<file path="src/sv/atcs_pkg.sv">
// shared types and constants for the analog trigger calibrate and scale block
// no dependencies; imported by atcs_div and analog_trigger_calibrate_scale
`default_nettype none

package atcs_pkg;

	// field widths
	localparam int SAMPLE_W = 10;
	localparam int LEVEL_W  = 8;
	localparam int PHASE_W  = 2;

	// rest averaging
	localparam int ZERO_SAMPLES = 10;
	localparam int CNT_W        = 4;
	localparam int SUM_W        = 14;

	// shared divider: dividend holds the rest sample sum or (raw - rest) * 255
	localparam int DIV_W     = SAMPLE_W + LEVEL_W;
	localparam int DIV_CNT_W = $clog2(DIV_W + 1);

	localparam logic [LEVEL_W-1:0]  LEVEL_MAX    = {LEVEL_W{1'b1}};
	localparam logic [SAMPLE_W-1:0] DEADZONE_RST = SAMPLE_W'(8);

	typedef logic [PHASE_W-1:0] phase_t;

	// reported phase codes
	localparam phase_t PH_AVG  = 2'd0;
	localparam phase_t PH_WAIT = 2'd1;
	localparam phase_t PH_CAL  = 2'd2;

	// divider request and status
	typedef struct packed {
		logic                start;
		logic [DIV_W-1:0]    dividend;
		logic [SAMPLE_W-1:0] divisor;
	} div_req_t;

	typedef struct packed {
		logic busy;
		logic done;
	} div_stat_t;

endpackage

`default_nettype wire

</file>
<file path="src/sv/atcs_div.sv">
// bit-serial restoring divider, one quotient bit per cycle
// depends on atcs_pkg
`default_nettype none

module atcs_div import atcs_pkg::*; (
	input  wire logic             clk,
	input  wire logic             arst_n,
	input  wire div_req_t         req,
	output div_stat_t             stat,
	output logic [DIV_W-1:0]      quotient
);

	logic [SAMPLE_W-1:0]  rem_q;
	logic [DIV_W-1:0]     quo_q;
	logic [SAMPLE_W-1:0]  divisor_q;
	logic [DIV_CNT_W-1:0] cnt_q;
	logic                 done_q;

	logic [SAMPLE_W:0]    trial;
	logic [SAMPLE_W:0]    diff;
	logic                 fits;

	// one trial subtraction per step
	always_comb begin
		trial = {rem_q, quo_q[DIV_W-1]};
		diff  = trial - {1'b0, divisor_q};
		fits  = trial >= {1'b0, divisor_q};
	end

	// step counter and done pulse
	always_ff @(posedge clk or negedge arst_n) begin
		if (!arst_n) begin
			cnt_q  <= '0;
			done_q <= 1'b0;
		end else begin
			done_q <= 1'b0;
			if (req.start) begin
				cnt_q <= DIV_CNT_W'(DIV_W);
			end else if (cnt_q != '0) begin
				cnt_q <= cnt_q - 1'b1;
				if (cnt_q == DIV_CNT_W'(1)) begin
					done_q <= 1'b1;
				end
			end
		end
	end

	// remainder and quotient shift registers
	always_ff @(posedge clk) begin
		if (req.start) begin
			rem_q     <= '0;
			quo_q     <= req.dividend;
			divisor_q <= req.divisor;
		end else if (cnt_q != '0) begin
			rem_q <= fits ? diff[SAMPLE_W-1:0] : trial[SAMPLE_W-1:0];
			quo_q <= {quo_q[DIV_W-2:0], fits};
		end
	end

	assign stat.busy = (cnt_q != '0);
	assign stat.done = done_q;
	assign quotient  = quo_q;

endmodule

`default_nettype wire

</file>
<file path="src/sv/analog_trigger_calibrate_scale.sv">
// Analog trigger calibration and scaling. Each input transaction carries one
// 10-bit trigger sample and the end-stop switch; each yields exactly one
// output transaction. The first ten samples are averaged to find the rest
// position, the first pressed sample afterwards sets full travel, and from then
// on the level is (raw - rest) * 255 / (full - rest), or 255 while pressed.
// One item is worked at a time: a transaction that needs a division (the last
// rest sample, or a scaled level) passes through the 18-step bit-serial divider
// before it reaches the output register; any other goes there straight from
// evaluation. A new transaction is accepted once the previous result has been
// handed to the output register, even while that result still waits; the input
// is ready again in the cycle after that hand-over.
// top level; depends on atcs_pkg and atcs_div
`default_nettype none

module analog_trigger_calibrate_scale import atcs_pkg::*; (
	input  wire logic                clk,
	input  wire logic                arst_n,
	input  wire logic                in_valid,
	output logic                     in_ready,
	input  wire logic [SAMPLE_W-1:0] axis_sample,
	input  wire logic                endstop_pressed,
	output logic                     out_valid,
	input  wire logic                out_ready,
	output logic [LEVEL_W-1:0]       trigger_level,
	output logic                     switch_state,
	output logic                     changed,
	output logic [PHASE_W-1:0]       phase,
	input  wire logic                cfg_we,
	input  wire logic [SAMPLE_W-1:0] cfg_wdata
);

	typedef enum logic [3:0] {
		ST_IDLE = 4'b0001,
		ST_EVAL = 4'b0010,
		ST_DIV  = 4'b0100,
		ST_FIN  = 4'b1000
	} state_t;

	state_t state_q;

	// configuration and calibration state
	logic [SAMPLE_W-1:0] deadzone_q;
	logic [CNT_W-1:0]    rest_count_q;
	logic [SUM_W-1:0]    rest_sum_q;
	logic [SAMPLE_W-1:0] rest_value_q;
	logic [SAMPLE_W-1:0] full_value_q;
	logic                cal_q;
	logic [LEVEL_W-1:0]  rep_level_q;
	logic                rep_switch_q;

	// held transaction
	logic [SAMPLE_W-1:0] sample_q;
	logic                pressed_q;

	// output register
	logic                out_valid_q;
	logic [LEVEL_W-1:0]  out_level_q;
	logic                out_switch_q;
	logic                out_changed_q;
	phase_t              out_phase_q;

	div_req_t            div_req;
	div_stat_t           div_stat;
	logic [DIV_W-1:0]    quotient;

	logic                averaging;
	logic [SUM_W-1:0]    sum_nx;
	logic [CNT_W-1:0]    cnt_nx;
	logic                rest_done;
	logic [SAMPLE_W:0]   thresh;
	logic [SAMPLE_W-1:0] raw_snap;
	logic [SAMPLE_W-1:0] raw_clamp;
	logic                scale_zero;
	logic [SAMPLE_W-1:0] delta;
	logic [DIV_W-1:0]    product;
	logic [SAMPLE_W-1:0] span;
	logic                need_scale;
	logic                cal_nx;
	logic [LEVEL_W-1:0]  level;
	logic [LEVEL_W-1:0]  tval;
	logic                differs;
	logic                out_free;
	logic                commit;

	atcs_div u_div (
		.clk      (clk),
		.arst_n   (arst_n),
		.req      (div_req),
		.stat     (div_stat),
		.quotient (quotient)
	);

	// datapath for the held sample
	always_comb begin
		averaging  = rest_count_q < CNT_W'(ZERO_SAMPLES);
		sum_nx     = rest_sum_q + SUM_W'(sample_q);
		cnt_nx     = rest_count_q + 1'b1;
		rest_done  = averaging && (cnt_nx == CNT_W'(ZERO_SAMPLES));
		thresh     = {1'b0, rest_value_q} + {1'b0, deadzone_q};
		raw_snap   = ({1'b0, sample_q} <= thresh) ? rest_value_q : sample_q;
		raw_clamp  = (raw_snap > full_value_q) ? full_value_q : raw_snap;
		scale_zero = (full_value_q <= rest_value_q) || (raw_clamp < rest_value_q);
		delta      = raw_clamp - rest_value_q;
		product    = {delta, {LEVEL_W{1'b0}}} - DIV_W'(delta);
		span       = full_value_q - rest_value_q;
		need_scale = !averaging && cal_q && !pressed_q && !scale_zero;
		cal_nx     = cal_q || pressed_q;
		level      = scale_zero ? '0 : quotient[LEVEL_W-1:0];
		tval       = pressed_q ? LEVEL_MAX : level;
		differs    = (tval != rep_level_q) || (pressed_q != rep_switch_q);
	end

	// divider request: rest average or scaled level
	always_comb begin
		div_req.start    = (state_q == ST_EVAL) && (rest_done || need_scale);
		div_req.dividend = rest_done ? DIV_W'(sum_nx) : product;
		div_req.divisor  = rest_done ? SAMPLE_W'(ZERO_SAMPLES) : span;
	end

	assign out_free = !out_valid_q || out_ready;
	assign commit   = (state_q == ST_FIN) && out_free;
	assign in_ready = (state_q == ST_IDLE);

	// sequencer
	always_ff @(posedge clk or negedge arst_n) begin
		if (!arst_n) begin
			state_q <= ST_IDLE;
		end else begin
			case (state_q)
				ST_IDLE: begin
					if (in_valid) state_q <= ST_EVAL;
				end
				ST_EVAL: begin
					state_q <= div_req.start ? ST_DIV : ST_FIN;
				end
				ST_DIV: begin
					if (div_stat.done) state_q <= ST_FIN;
				end
				ST_FIN: begin
					if (out_free) state_q <= ST_IDLE;
				end
				default: state_q <= ST_IDLE;
			endcase
		end
	end

	// capture the accepted transaction
	always_ff @(posedge clk) begin
		if (in_valid && in_ready) begin
			sample_q  <= axis_sample;
			pressed_q <= endstop_pressed;
		end
	end

	// calibration state, updated once per transaction; the deadzone on cfg_we
	always_ff @(posedge clk or negedge arst_n) begin
		if (!arst_n) begin
			deadzone_q   <= DEADZONE_RST;
			rest_count_q <= '0;
			rest_sum_q   <= '0;
			rest_value_q <= '0;
			full_value_q <= '0;
			cal_q        <= 1'b0;
			rep_level_q  <= '0;
			rep_switch_q <= 1'b0;
		end else begin
			if (cfg_we) deadzone_q <= cfg_wdata;
			if (commit) begin
				if (averaging) begin
					rest_sum_q   <= sum_nx;
					rest_count_q <= cnt_nx;
					if (rest_done) rest_value_q <= quotient[SAMPLE_W-1:0];
				end else begin
					if (!cal_q && pressed_q) begin
						full_value_q <= raw_snap;
						cal_q        <= 1'b1;
					end
					if (cal_nx && differs) begin
						rep_level_q  <= tval;
						rep_switch_q <= pressed_q;
					end
				end
			end
		end
	end

	// output register
	always_ff @(posedge clk or negedge arst_n) begin
		if (!arst_n) begin
			out_valid_q <= 1'b0;
		end else if (commit) begin
			out_valid_q <= 1'b1;
		end else if (out_ready) begin
			out_valid_q <= 1'b0;
		end
	end

	always_ff @(posedge clk) begin
		if (commit) begin
			if (averaging) begin
				out_level_q   <= rep_level_q;
				out_switch_q  <= rep_switch_q;
				out_changed_q <= 1'b0;
				out_phase_q   <= (cnt_nx < CNT_W'(ZERO_SAMPLES)) ? PH_AVG : PH_WAIT;
			end else if (cal_nx && differs) begin
				out_level_q   <= tval;
				out_switch_q  <= pressed_q;
				out_changed_q <= 1'b1;
				out_phase_q   <= PH_CAL;
			end else begin
				out_level_q   <= rep_level_q;
				out_switch_q  <= rep_switch_q;
				out_changed_q <= 1'b0;
				out_phase_q   <= cal_nx ? PH_CAL : PH_WAIT;
			end
		end
	end

	assign out_valid     = out_valid_q;
	assign trigger_level = out_level_q;
	assign switch_state  = out_switch_q;
	assign changed       = out_changed_q;
	assign phase         = out_phase_q;

`ifndef NO_ASSERTIONS
	a_ready_div_idle: assert property (@(posedge clk) disable iff (!arst_n)
		in_ready |-> !div_stat.busy)
		else $error("input ready while divider busy");

	a_done_in_div: assert property (@(posedge clk) disable iff (!arst_n)
		div_stat.done |-> (state_q == ST_DIV))
		else $error("divider finished outside divide state");

	a_cal_sticky: assert property (@(posedge clk) disable iff (!arst_n)
		cal_q |=> cal_q)
		else $error("calibration lost");

	a_changed_cal: assert property (@(posedge clk) disable iff (!arst_n)
		(out_valid && changed) |-> (phase == PH_CAL))
		else $error("change reported before calibration");
`endif

endmodule

`default_nettype wire
</file>
<file path="config.mk">
export PLATFORM = sky130hd
export DESIGN_NAME = analog_trigger_calibrate_scale
export DESIGN_NICKNAME = d
export VERILOG_FILES = /design/src/sv/atcs_pkg.sv /design/src/sv/atcs_div.sv /design/src/sv/analog_trigger_calibrate_scale.sv
export SDC_FILE = /design/constraint.sdc
export NUM_CORES = 1
export LEC_CHECK = 0
export ABC_AREA = 1
export ABC_CLOCK_PERIOD_IN_PS = 15900
export BUFFER_PORTS_ARGS = -buffer_cell sky130_fd_sc_hd__buf_2
export CAP_MARGIN = 20
export CORE_AREA = 2 2 147 184
export DETAILED_ROUTE_END_ITERATION = 7
export DIE_AREA = 0 0 149 186
export HOLD_SLACK_MARGIN = 0.08
export SLEW_MARGIN = 20
export SYNTH_ARGS = -nofsm -noshare
export SYNTH_HDL_FRONTEND = slang
export SYNTH_SLANG_ARGS = --single-unit
</file>
<file path="constraint.sdc">
create_clock -name clk -period 15.9 [get_ports clk]
set_clock_uncertainty 0.15 [all_clocks]
set_input_delay 1.59 -clock clk [delete_from_list [all_inputs] [get_ports clk]]
set_output_delay 1.59 -clock clk [all_outputs]
set_load 0.05 [all_outputs]
</file>
-- Word level (Yosys, flattened, before mapping)
Index checks and enable logic that the tools add are counted.
- input bits: 26
- word-level logic and storage cells: 103
- register bits: 130
- output and inout bits: 14
- muxes and demuxes: 29
- bitwise operators: 1
- equal/unequal tests: 11
- magnitude comparators: 7
- $add $sub $neg: 8
- reduce and logical (&&, ||, !) cells: 26
- operators with widths (cell ; count):
    18-bit two-way mux ; 3
    8-bit two-way mux ; 4
    10-bit two-way mux ; 3
    10-bit subtractor ; 3
    18-bit by 10-bit subtractor with 18-bit output ; 1
    4-bit two-way mux ; 4
    4-bit one-hot mux with 4 select lines ; 1
    14-bit by 10-bit adder with 14-bit output ; 1
    10-bit by 10-bit adder with 11-bit output ; 1
    11-bit by 10-bit greater-or-equal comparator with 1-bit output ; 1
    10-bit by 11-bit <= comparator with 1-bit output ; 1
    10-bit > comparator ; 1
    10-bit <= comparator ; 1
    10-bit less-than comparator ; 1
    5-bit two-way mux ; 2
    1-bit logical AND ; 9
    1-bit two-way mux ; 9
    3-bit AND reduction ; 3
    4-bit == test (second input constant) ; 2
    4-bit less-than comparator (second input constant) ; 2
    8-bit != test ; 1
    2-bit two-way mux ; 3
    5-bit by 1-bit == test with 1-bit output (second input constant) ; 1
    1-bit logical NOT ; 5
    13 further kinds ; 19

-- Longest topological paths before layout
Gate-level depths: netlist (run 1).
- word-level depth: 14
- depth in mapped cells: 55
- mapped depth without buffers: 54

-- Cells and area by module
From an unflattened synthesis (run 1), not the netlist that was laid out.
- cell total of the unflattened synthesis: 1177
- area, all modules: 9185.1 um^2
- by module, submodules not included (module ; cells each ; area each (um^2) ; instances ; sequential area each (um^2)):
    analog_trigger_calibrate_scale ; 870 ; 6615.1 ; 1 ; 2269.7
    atcs_div ; 307 ; 2570.0 ; 1 ; 1191.1

-- Least setup slack after synthesis (run 1)
No wires, ideal clock.
- kind: reg-to-reg
- start: register rest_value_q[1]
- end: register u_div.quo_q[17] (netlist: u_div.quotient[17]) (data pin)
- data arrival time: 6.936 ns
- period minus slack after synthesis: 7.339 ns
- slack: 8.561 ns
- library setup time: 0.253 ns
- data required time: 15.497 ns
- stages on the path, launching flop included: 55
- buffers on the path: 2
- cell sequence: dfrtp_1 > ha_1 > nand2_1 > nor2_1 > a211oi_1 > o21ai_0 > nand2_1 > nand2_1 > a21oi_1 > nor2_1 > o21ai_0 > nand2_1 > xor2_1 > ha_1 > nand4_1 > nor4_1 > nor3_1 > nand2_1 > (+19 left out) > nand3_1 > a21boi_2 > o21ai_0 > a21o_1 > xnor2_1 > ha_1 > a21oi_1 > inv_1 > nor2_1 > inv_1 > nor2_1 > nand2_1 > nor3_1 > nand2_1 > inv_1 > nand2_1 > nand3_1 > nand2_1
- cells in the longest elaborated chain, start to end: 12
- elaborated cells on any way between the ends: 16
- those cells by class: 3 x add/sub; 4 x order compare; 4 x mux; 5 x reduce/logical
- ends and longest elaborated chain (item ; line ; text):
    start: declaration ; analog_trigger_calibrate_scale.sv:45 ; logic [SAMPLE_W-1:0] rest_value_q;
    start signal: assignment ; analog_trigger_calibrate_scale.sv:172 ; if (rest_done) rest_value_q <= quotient[SAMPLE_W-1:0];
    10-bit by 10-bit adder with 11-bit output * ; analog_trigger_calibrate_scale.sv:99 ; thresh = {1'b0, rest_value_q} + {1'b0, deadzone_q};
    10-bit by 11-bit <= comparator with 1-bit output * ; analog_trigger_calibrate_scale.sv:100 ; raw_snap = ({1'b0, sample_q} <= thresh) ? rest_value_q : sample_q;
    10-bit two-way mux * ; analog_trigger_calibrate_scale.sv:100 ;
    named net raw_snap[3] ; analog_trigger_calibrate_scale.sv:71 ; logic [SAMPLE_W-1:0] raw_snap;
    10-bit > comparator ; analog_trigger_calibrate_scale.sv:101 ; raw_clamp = (raw_snap > full_value_q) ? full_value_q : raw_snap;
    10-bit two-way mux * ; analog_trigger_calibrate_scale.sv:101 ;
    branches (longest 6 deep; another with 18-bit by 10-bit subtractor with 18-bit output) ; - ;
    18-bit two-way mux * ; atcs_div.sv:50 ; if (req.start) begin
    end signal: assignment ; atcs_div.sv:52 ; quo_q <= req.dividend;
    end signal: assignment ; atcs_div.sv:56 ; quo_q <= {quo_q[DIV_W-2:0], fits};
    end: declaration ; atcs_div.sv:14 ; logic [DIV_W-1:0] quo_q;
Mark *: on every way through the listed nets, which the timed path passes.
A chain may end at the register's enable or synchronous reset.

-- Worst setup path after layout (run 1)
- start: register rest_value_q[1]
- end: register u_div.quo_q[11] (netlist: u_div.quotient[11]) (enable)
- cells in the longest elaborated chain, start to end: 12
- elaborated cells on any way between the ends: 13
- those cells by class: 1 x add/sub; 4 x order compare; 2 x mux; 6 x reduce/logical
- ends and longest elaborated chain (item ; line ; text):
    10-bit by 10-bit adder with 11-bit output ; analog_trigger_calibrate_scale.sv:99 ;
    10-bit by 11-bit <= comparator with 1-bit output ; analog_trigger_calibrate_scale.sv:100 ;
    10-bit two-way mux * ; analog_trigger_calibrate_scale.sv:100 ;
    named net raw_snap[1] ; analog_trigger_calibrate_scale.sv:71 ;
    10-bit > comparator ; analog_trigger_calibrate_scale.sv:101 ;
    10-bit two-way mux * ; analog_trigger_calibrate_scale.sv:101 ;
    10-bit less-than comparator * ; analog_trigger_calibrate_scale.sv:102 ; scale_zero = (full_value_q <= rest_value_q) || (raw_clamp < rest_value_q);
    1-bit logical OR * ; analog_trigger_calibrate_scale.sv:102 ;
    1-bit logical NOT * ; analog_trigger_calibrate_scale.sv:106 ; need_scale = !averaging && cal_q && !pressed_q && !scale_zero;
    1-bit logical AND * ; analog_trigger_calibrate_scale.sv:106 ;
    1-bit logical OR * ; analog_trigger_calibrate_scale.sv:115 ; div_req.start = (state_q == ST_EVAL) && (rest_done || need_scale);
    1-bit logical AND * ; analog_trigger_calibrate_scale.sv:115 ;
    2-bit nonzero test (no line) * ; - ;
Mark *: on every way through the listed nets, which the timed path passes. The rest lies on a longest branch.

==> flow_metrics.py, run 1 <==
metrics = {
    "routing": {
        "drt-initial-drc-count": 469,
        "dr.pass1.iters": 5,
        "via_per_inst": 4.89,
        "drc_errors": 0,
        "avgRoutedWirePerCell_um": 14.5,
        "num_vias": 7331,
        "ant_nets": 0,
        "drt-total-wl_um": 21800,
    },
    "yosys": {
        "synth_seq_cells": 130,
        "synth_edf_count": 51,
        "ys_warn_count": 0,
        "syn-instance-count": 1102,
        "synth.avg_cell_area_um2": 8.12,
        "ys_types": 55,
        "async_flop_share_pct": 53.1,
        "yosysSeqAreaShare_pct": 38.7,
        "synth_top_flop_cell": "dfrtp_1",
        "synth_area_um2": 8950,
        "synth_fp_nets": 1211,
    },
    "min_path": {
        "hold_path.startpoint": "u_div.done_q",
        "worstHoldEndpoint": "state_q[2]",
        "holdPathStages": 1,
        "hold_class": "register to register",
    },
    "timing": {
        "finalMaxSlewViolations": 0,
        "hold_viol": 0,
        "setup_viol": 0,
        "rsz0062_at_grt": "no",
        "relSlewSlack_pct": 36.7,
        "setup-tns-final_ns": 0,
        "worst_pin_slew_ns": 0.949,
        "fmax_ghz": 0.120,
        "min_period_ns": 8.36,
        "period_share_pct": 52.6,
    },
    "critical_path": {
        "cpPeakStageDelay_ns": 0.71,
        "crit-reg2reg-capture": "u_div.quotient[11]",
        "crit-reg2reg-launch": "rest_value_q[1]",
        "cp_top_family": "simple AND/OR/NAND/NOR gates",
        "cp_data_arrival_time_ns": 8.25,
        "critPathBufInv": 6,
        "r2r_setup_slack_ns": 7.54,
        "cp.required_ns": 15.79,
        "cp_max_fo": 30,
        "slowest_stage": "nor2_1",
        "rr_worst_depth": 42,
        "path_class": "register to register",
        "worstSetupStartpointType": "register",
        "endpoint_kind": "register",
    },
    "cts": {
        "tritoncts": "done",
        "htreeDepth": 4,
        "clock_latency_ns": 0.42,
        "clock-sinks": 130,
        "cts_hold_buf": 0,
        "cts_resized": 0,
        "cts_buffer_depth": 2,
        "clk_pin_slew_ns": 0.06,
        "cts_buffers": 17,
        "ctsRootBufferMaster": "clkbuf_16",
        "postCtsSetupBuffers": 0,
    },
    "layout": {
        "diodes": 0,
        "final_cell_mix": "nand2_1 (248), inv_1 (158), ha_1 (78)",
        "final_common_cell": "nand2_1",
        "fillers": 2652,
        "nets": 1256,
        "area_growth_pct": 13.4,
        "drive_above_1_share_pct": 12.9,
    },
    "global_route": {
        "grt_max_degree": 70,
        "grt_pass1_wl_um": 36300,
        "track_usage_pct": 16.7,
        "antenna_found_initial": 0,
        "grt_pass1_vias": 7186,
        "overflow": 0,
    },
    "floorplan": {
        "io_pins": 40,
        "die_x_um": 149,
        "fp.dieH_um": 186,
        "core-area_um2": 25900,
        "rows": 66,
        "die_area_um2": 27700,
        "start_util_pct": 34.5,
    },
    "placement": {
        "io_buffers": 39,
        "dp_hpwl_um": 16900,
        "gp_congestion": 0.914,
    },
    "run_status": {
        "status": "completed",
    },
    "flow_run": {
        "drv_cap": 0,
    },
}
routing by layer:
layer	wire, um	GRT usage [%]
met1	9570	20.2
met2	10800	29.5
met3	801	2.77
met4	604	7.05
met5	0	0
stage by stage:
| stage | area [um2] | instances | hold slack [ns] | setup slack, ns | utilization, % |
|---|---|---|---|---|---|
| after floorplan | 8950 | 1102 | 0.288 | 8.56 | - |
| after global placement | 9540 | 1468 | 0.312 | 7.82 | 36.8 |
| after detailed placement | 9540 | 1468 | 0.313 | 7.54 | 36.8 |
| after CTS | 10100 | 1500 | 0.330 | 7.52 | 39.1 |
| after global routing | 10100 | 1500 | 0.354 | 6.64 | 39.1 |
| final | 10100 | 1500 | 0.326 | 7.54 | 39.1 |
how the worst max path moves through the flow:
stage	startpoint	cells after the start	endpoint	slack, ns
finish	rest_value_q[1]	42	u_div.quotient[11]	7.54
global route	rest_value_q[1]	42	u_div.quotient[3]	6.64
CTS	rest_value_q[1]	42	u_div.quotient[13]	7.52
floorplan	rest_value_q[1]	54	u_div.quotient[17]	8.56
global placement	rest_value_q[1]	40	u_div.quotient[8]	7.82
detailed placement	rest_value_q[1]	42	u_div.quotient[9]	7.54
Yosys cell counts, types with 10 or more instances:
master    instances  area share [%]
a21oi_1          61             3.4
a22oi_1          10            0.84
clkbuf_1         12            0.50
dfrtp_1          67              19
dfxtp_1          10             2.2
edfxtp_1         51              17
ha_1             78              11
inv_1           158             6.6
inv_2            10            0.42
nand2_1         248              10
nand2_2          11            0.77
nand3_1          58             3.2
nand4_1          17             1.2
nor2_1           58             2.4
nor3_1           12            0.67
o21a_1           10            0.84
o21ai_0          75             4.2
xnor2_1          11             1.1
xor2_1           31             3.0
cell families (layout without fill, tap and decap cells):
| logic type | Yosys count | count (layout) | share of synthesized area (%) |
|---|---|---|---|
| buffers and inverters | 189 | 247 | 8.23 |
| multiplexers | 9 | 9 | 1.13 |
| AND/OR/NAND/NOR | 447 | 447 | 22.3 |
| adder cells (fa/ha/maj) | 83 | 83 | 12.0 |
| flip-flops | 130 | 130 | 38.7 |
| AO/OA/AOI/OAI | 199 | 199 | 13.0 |
| XOR/XNOR | 45 | 45 | 4.65 |
worst reg2reg max path, delay by kind of cell (launching register included):
| family | cells | cell delay (ns) |
|---|---|---|
| xor gates and xnor gates | 1 | 0.14 |
| buffers and inverters | 6 | 1.23 |
| adders and majority gates | 5 | 1.42 |
| AOI/OAI and AO/OA | 11 | 1.88 |
| and+or+nand+nor | 19 | 2.68 |
| DFF | 1 | 0.47 |
sequential cells by signal (all words and copies together) (netlist names), 2 cells and up:
signal	cells
full_value_q	10
u_div.divisor_q	10
state_q	4
rest_count_q	4
u_div.rem_q	10
rep_level_q	8
sample_q	10
u_div.cnt_q	5
rest_sum_q	14
deadzone_q	10
rest_value_q	10
u_div.quotient	18
phase	2
trigger_level	8
final cells by class:
type / count / area (um2) / area share [%]
clock buffers: 18 / 429 / 4.23
well taps: 340 / 425 / 4.19
repair buffers: 46 / 248 / 2.44
flip-flops and latches: 130 / 3460 / 34.1
clock inverters: 14 / 176 / 1.74
multi-input cells: 783 / 4770 / 47.0
inverters: 169 / 639 / 6.30
Power of run 1 is not shown: default switching activity piles up to over one toggle a cycle in this logic, so the estimate is an artifact.
==> inputs of run 2 (changes only) <==
--- a/config.mk
+++ b/config.mk
@@ -6,7 +6,7 @@
 export NUM_CORES = 1
 export LEC_CHECK = 0
 export ABC_AREA = 1
-export ABC_CLOCK_PERIOD_IN_PS = 15900
+export ABC_CLOCK_PERIOD_IN_PS = 7300
 export BUFFER_PORTS_ARGS = -buffer_cell sky130_fd_sc_hd__buf_2
 export CAP_MARGIN = 20
 export CORE_AREA = 2 2 147 184
==> constraint.sdc (replaced) <==
create_clock -name clk -period 7.3 [get_ports clk]
set_clock_uncertainty 0.15 [all_clocks]
set_input_delay 0.73 -clock clk [delete_from_list [all_inputs] [get_ports clk]]
set_output_delay 0.73 -clock clk [all_outputs]
set_load 0.05 [all_outputs]
==> run 2 against run 1 <==
Against the previous run: first-iteration DRC count stayed put; cell count is 3.9% higher; non-clock buffer count is 55 higher; critical path depth is 8 higher; fmax is 19% higher; global-route usage is 0.23 points lower; cell area is 6.2% higher; register-to-register slack worse by 7.3 ns; critical path type unchanged; critical endpoint is now u_div.quotient[17].
==> flow_metrics.py, run 2 (synthesized netlist as in run 1, its figures left out) <==
metrics = {
    "critical_path": {
        "crit-reg2reg-launch": "deadzone_q[0]",
        "crit-reg2reg-capture": "u_div.quotient[17]",
        "r2r_setup_slack_ns": 0.26,
        "cp_data_arrival_time_ns": 7.07,
        "endpoint_kind": "register",
        "path_class": "register to register",
        "critPathMostFrequentCell": "nand2_1",
        "slowest_stage": "dfrtp_1",
        "rr_worst_depth": 50,
        "cp.required_ns": 7.33,
        "worstSetupStartpointType": "register",
        "cp_max_fo": 6,
        "cpPeakStageDelay_ns": 0.36,
    },
    "floorplan": {
        "start_util_pct": 34.5,
        "io_pins": 40,
        "rows": 66,
        "fp.dieH_um": 186,
        "die_area_um2": 27700,
        "core-area_um2": 25900,
        "die_x_um": 149,
    },
    "timing": {
        "fmax_ghz": 0.142,
        "period_share_pct": 96.4,
        "setup-tns-final_ns": 0,
        "finalMaxSlewViolations": 0,
        "worst_pin_slew_ns": 0.932,
        "relSlewSlack_pct": 37.8,
        "min_period_ns": 7.04,
        "rsz0062_at_grt": "yes",
        "setup_viol": 0,
        "hold_viol": 0,
    },
    "routing": {
        "drc_errors": 0,
        "dr.pass1.iters": 5,
        "topRoutingLayerUsed": "met4",
        "met2_length_um": 10600,
        "wl_met3_um": 824,
        "avgRoutedWirePerCell_um": 14.2,
        "ant_nets": 0,
        "drt-met1-wl_um": 9600,
        "via_per_inst": 4.84,
        "drt-initial-drc-count": 469,
        "drt-total-wl_um": 22100,
        "num_vias": 7539,
    },
    "global_route": {
        "track_usage_pct": 16.5,
        "grt_pass1_vias": 7240,
        "grt_pass1_wl_um": 35600,
        "grt_max_degree": 70,
        "overflow": 0,
        "antenna_found_initial": 0,
    },
    "layout": {
        "area_growth_pct": 20.4,
        "nets": 1314,
        "final_cell_mix": "nand2_1 (245), inv_1 (155), ha_1 (75)",
        "instances_no_fill": 1558,
        "diodes": 0,
        "largest_register_ffs": 18,
        "final_common_cell": "nand2_1",
        "drive_above_1_share_pct": 19.5,
        "design_area_um2": 10800,
    },
    "placement": {
        "dp_hpwl_um": 17000,
        "dpl.cell_count": 1518,
        "gp_congestion": 0.897,
        "io_buffers": 39,
        "dpl_cell_area_um2": 9930,
    },
    "min_path": {
        "hold_class": "register to register",
        "hold_path.startpoint": "u_div.done_q",
        "holdPathStages": 1,
        "worstHoldEndpoint": "state_q[2]",
    },
    "cts": {
        "clock-sinks": 130,
        "cts_buffer_depth": 2,
        "clock_latency_ns": 0.43,
        "ctsRootBufferMaster": "clkbuf_16",
        "tritoncts": "done",
        "htreeDepth": 4,
        "cts_hold_buf": 0,
        "clk_pin_slew_ns": 0.06,
        "cts_buffers": 17,
    },
    "run_status": {
        "status": "completed",
    },
    "flow_run": {
        "drv_cap": 0,
    },
}
## run 2: routing by layer
| layer | track usage (%) | vias up |
|---|---|---|
| met4 | 9.18 | 0 |
| met3 | 2.89 | 53 |
| li1 | - | 3873 |
| met1 | 19.8 | 3464 |
| met5 | 0 | - |
| met2 | 28.0 | 149 |
## run 2: repair_timing
item                                    4_1_cts  5_1_grt
gates resized for setup                       5       41
setup buffers                                 0        5
hold endpoints to repair                      0        0
endpoints found under the setup margin       46       74
pin swaps                                     0       17
cloned                                        0        3
## run 2: layout make-up
type / instances / area [um2]
Sequential cell: 130 / 3460
Multi-Input combinational cell: 785 / 4940
Tap cell: 340 / 425
Clock inverter: 15 / 205
Timing Repair Buffer: 101 / 677
Fill cell: 2581 / 15200
Timing Repair inverter: 1 / 5.00
Clock buffer: 17 / 425
Inverter: 169 / 639
## run 2: worst max path at each step
| stage | from | to | cells past startpoint |
|---|---|---|---|
| after global routing | deadzone_q[1] | u_div.quotient[17] | 54 |
| after detailed placement | deadzone_q[2] | u_div.quotient[17] | 53 |
| final | deadzone_q[0] | u_div.quotient[17] | 50 |
| after CTS | deadzone_q[0] | u_div.quotient[17] | 51 |
| after floorplan | rest_value_q[1] | u_div.quotient[17] | 54 |
| after global placement | deadzone_q[2] | u_div.quotient[17] | 51 |
## run 2: per-stage QoR
stage / utilization, % / setup WS, ns / hold WS (ns)
finish: 41.6 / 0.260 / 0.307
global route: 41.6 / -0.253 / 0.309
CTS: 40.8 / 0.00519 / 0.306
detailed placement: 38.3 / -0.395 / 0.305
global placement: 38.3 / -0.214 / 0.307
floorplan: - / 0.00827 / 0.284
## run 2: critical path, delay by kind of cell, from the launching register on
kind / cells / cell delay [ns]
adder cells (fa/ha/maj): 6 / 1.67
AND/OR/NAND/NOR: 22 / 1.97
XOR/XNOR: 2 / 0.34
flip-flops: 1 / 0.36
buffers and inverters: 6 / 0.37
AO/OA/AOI/OAI: 14 / 1.94
Power of run 2 is left out for the same reason.
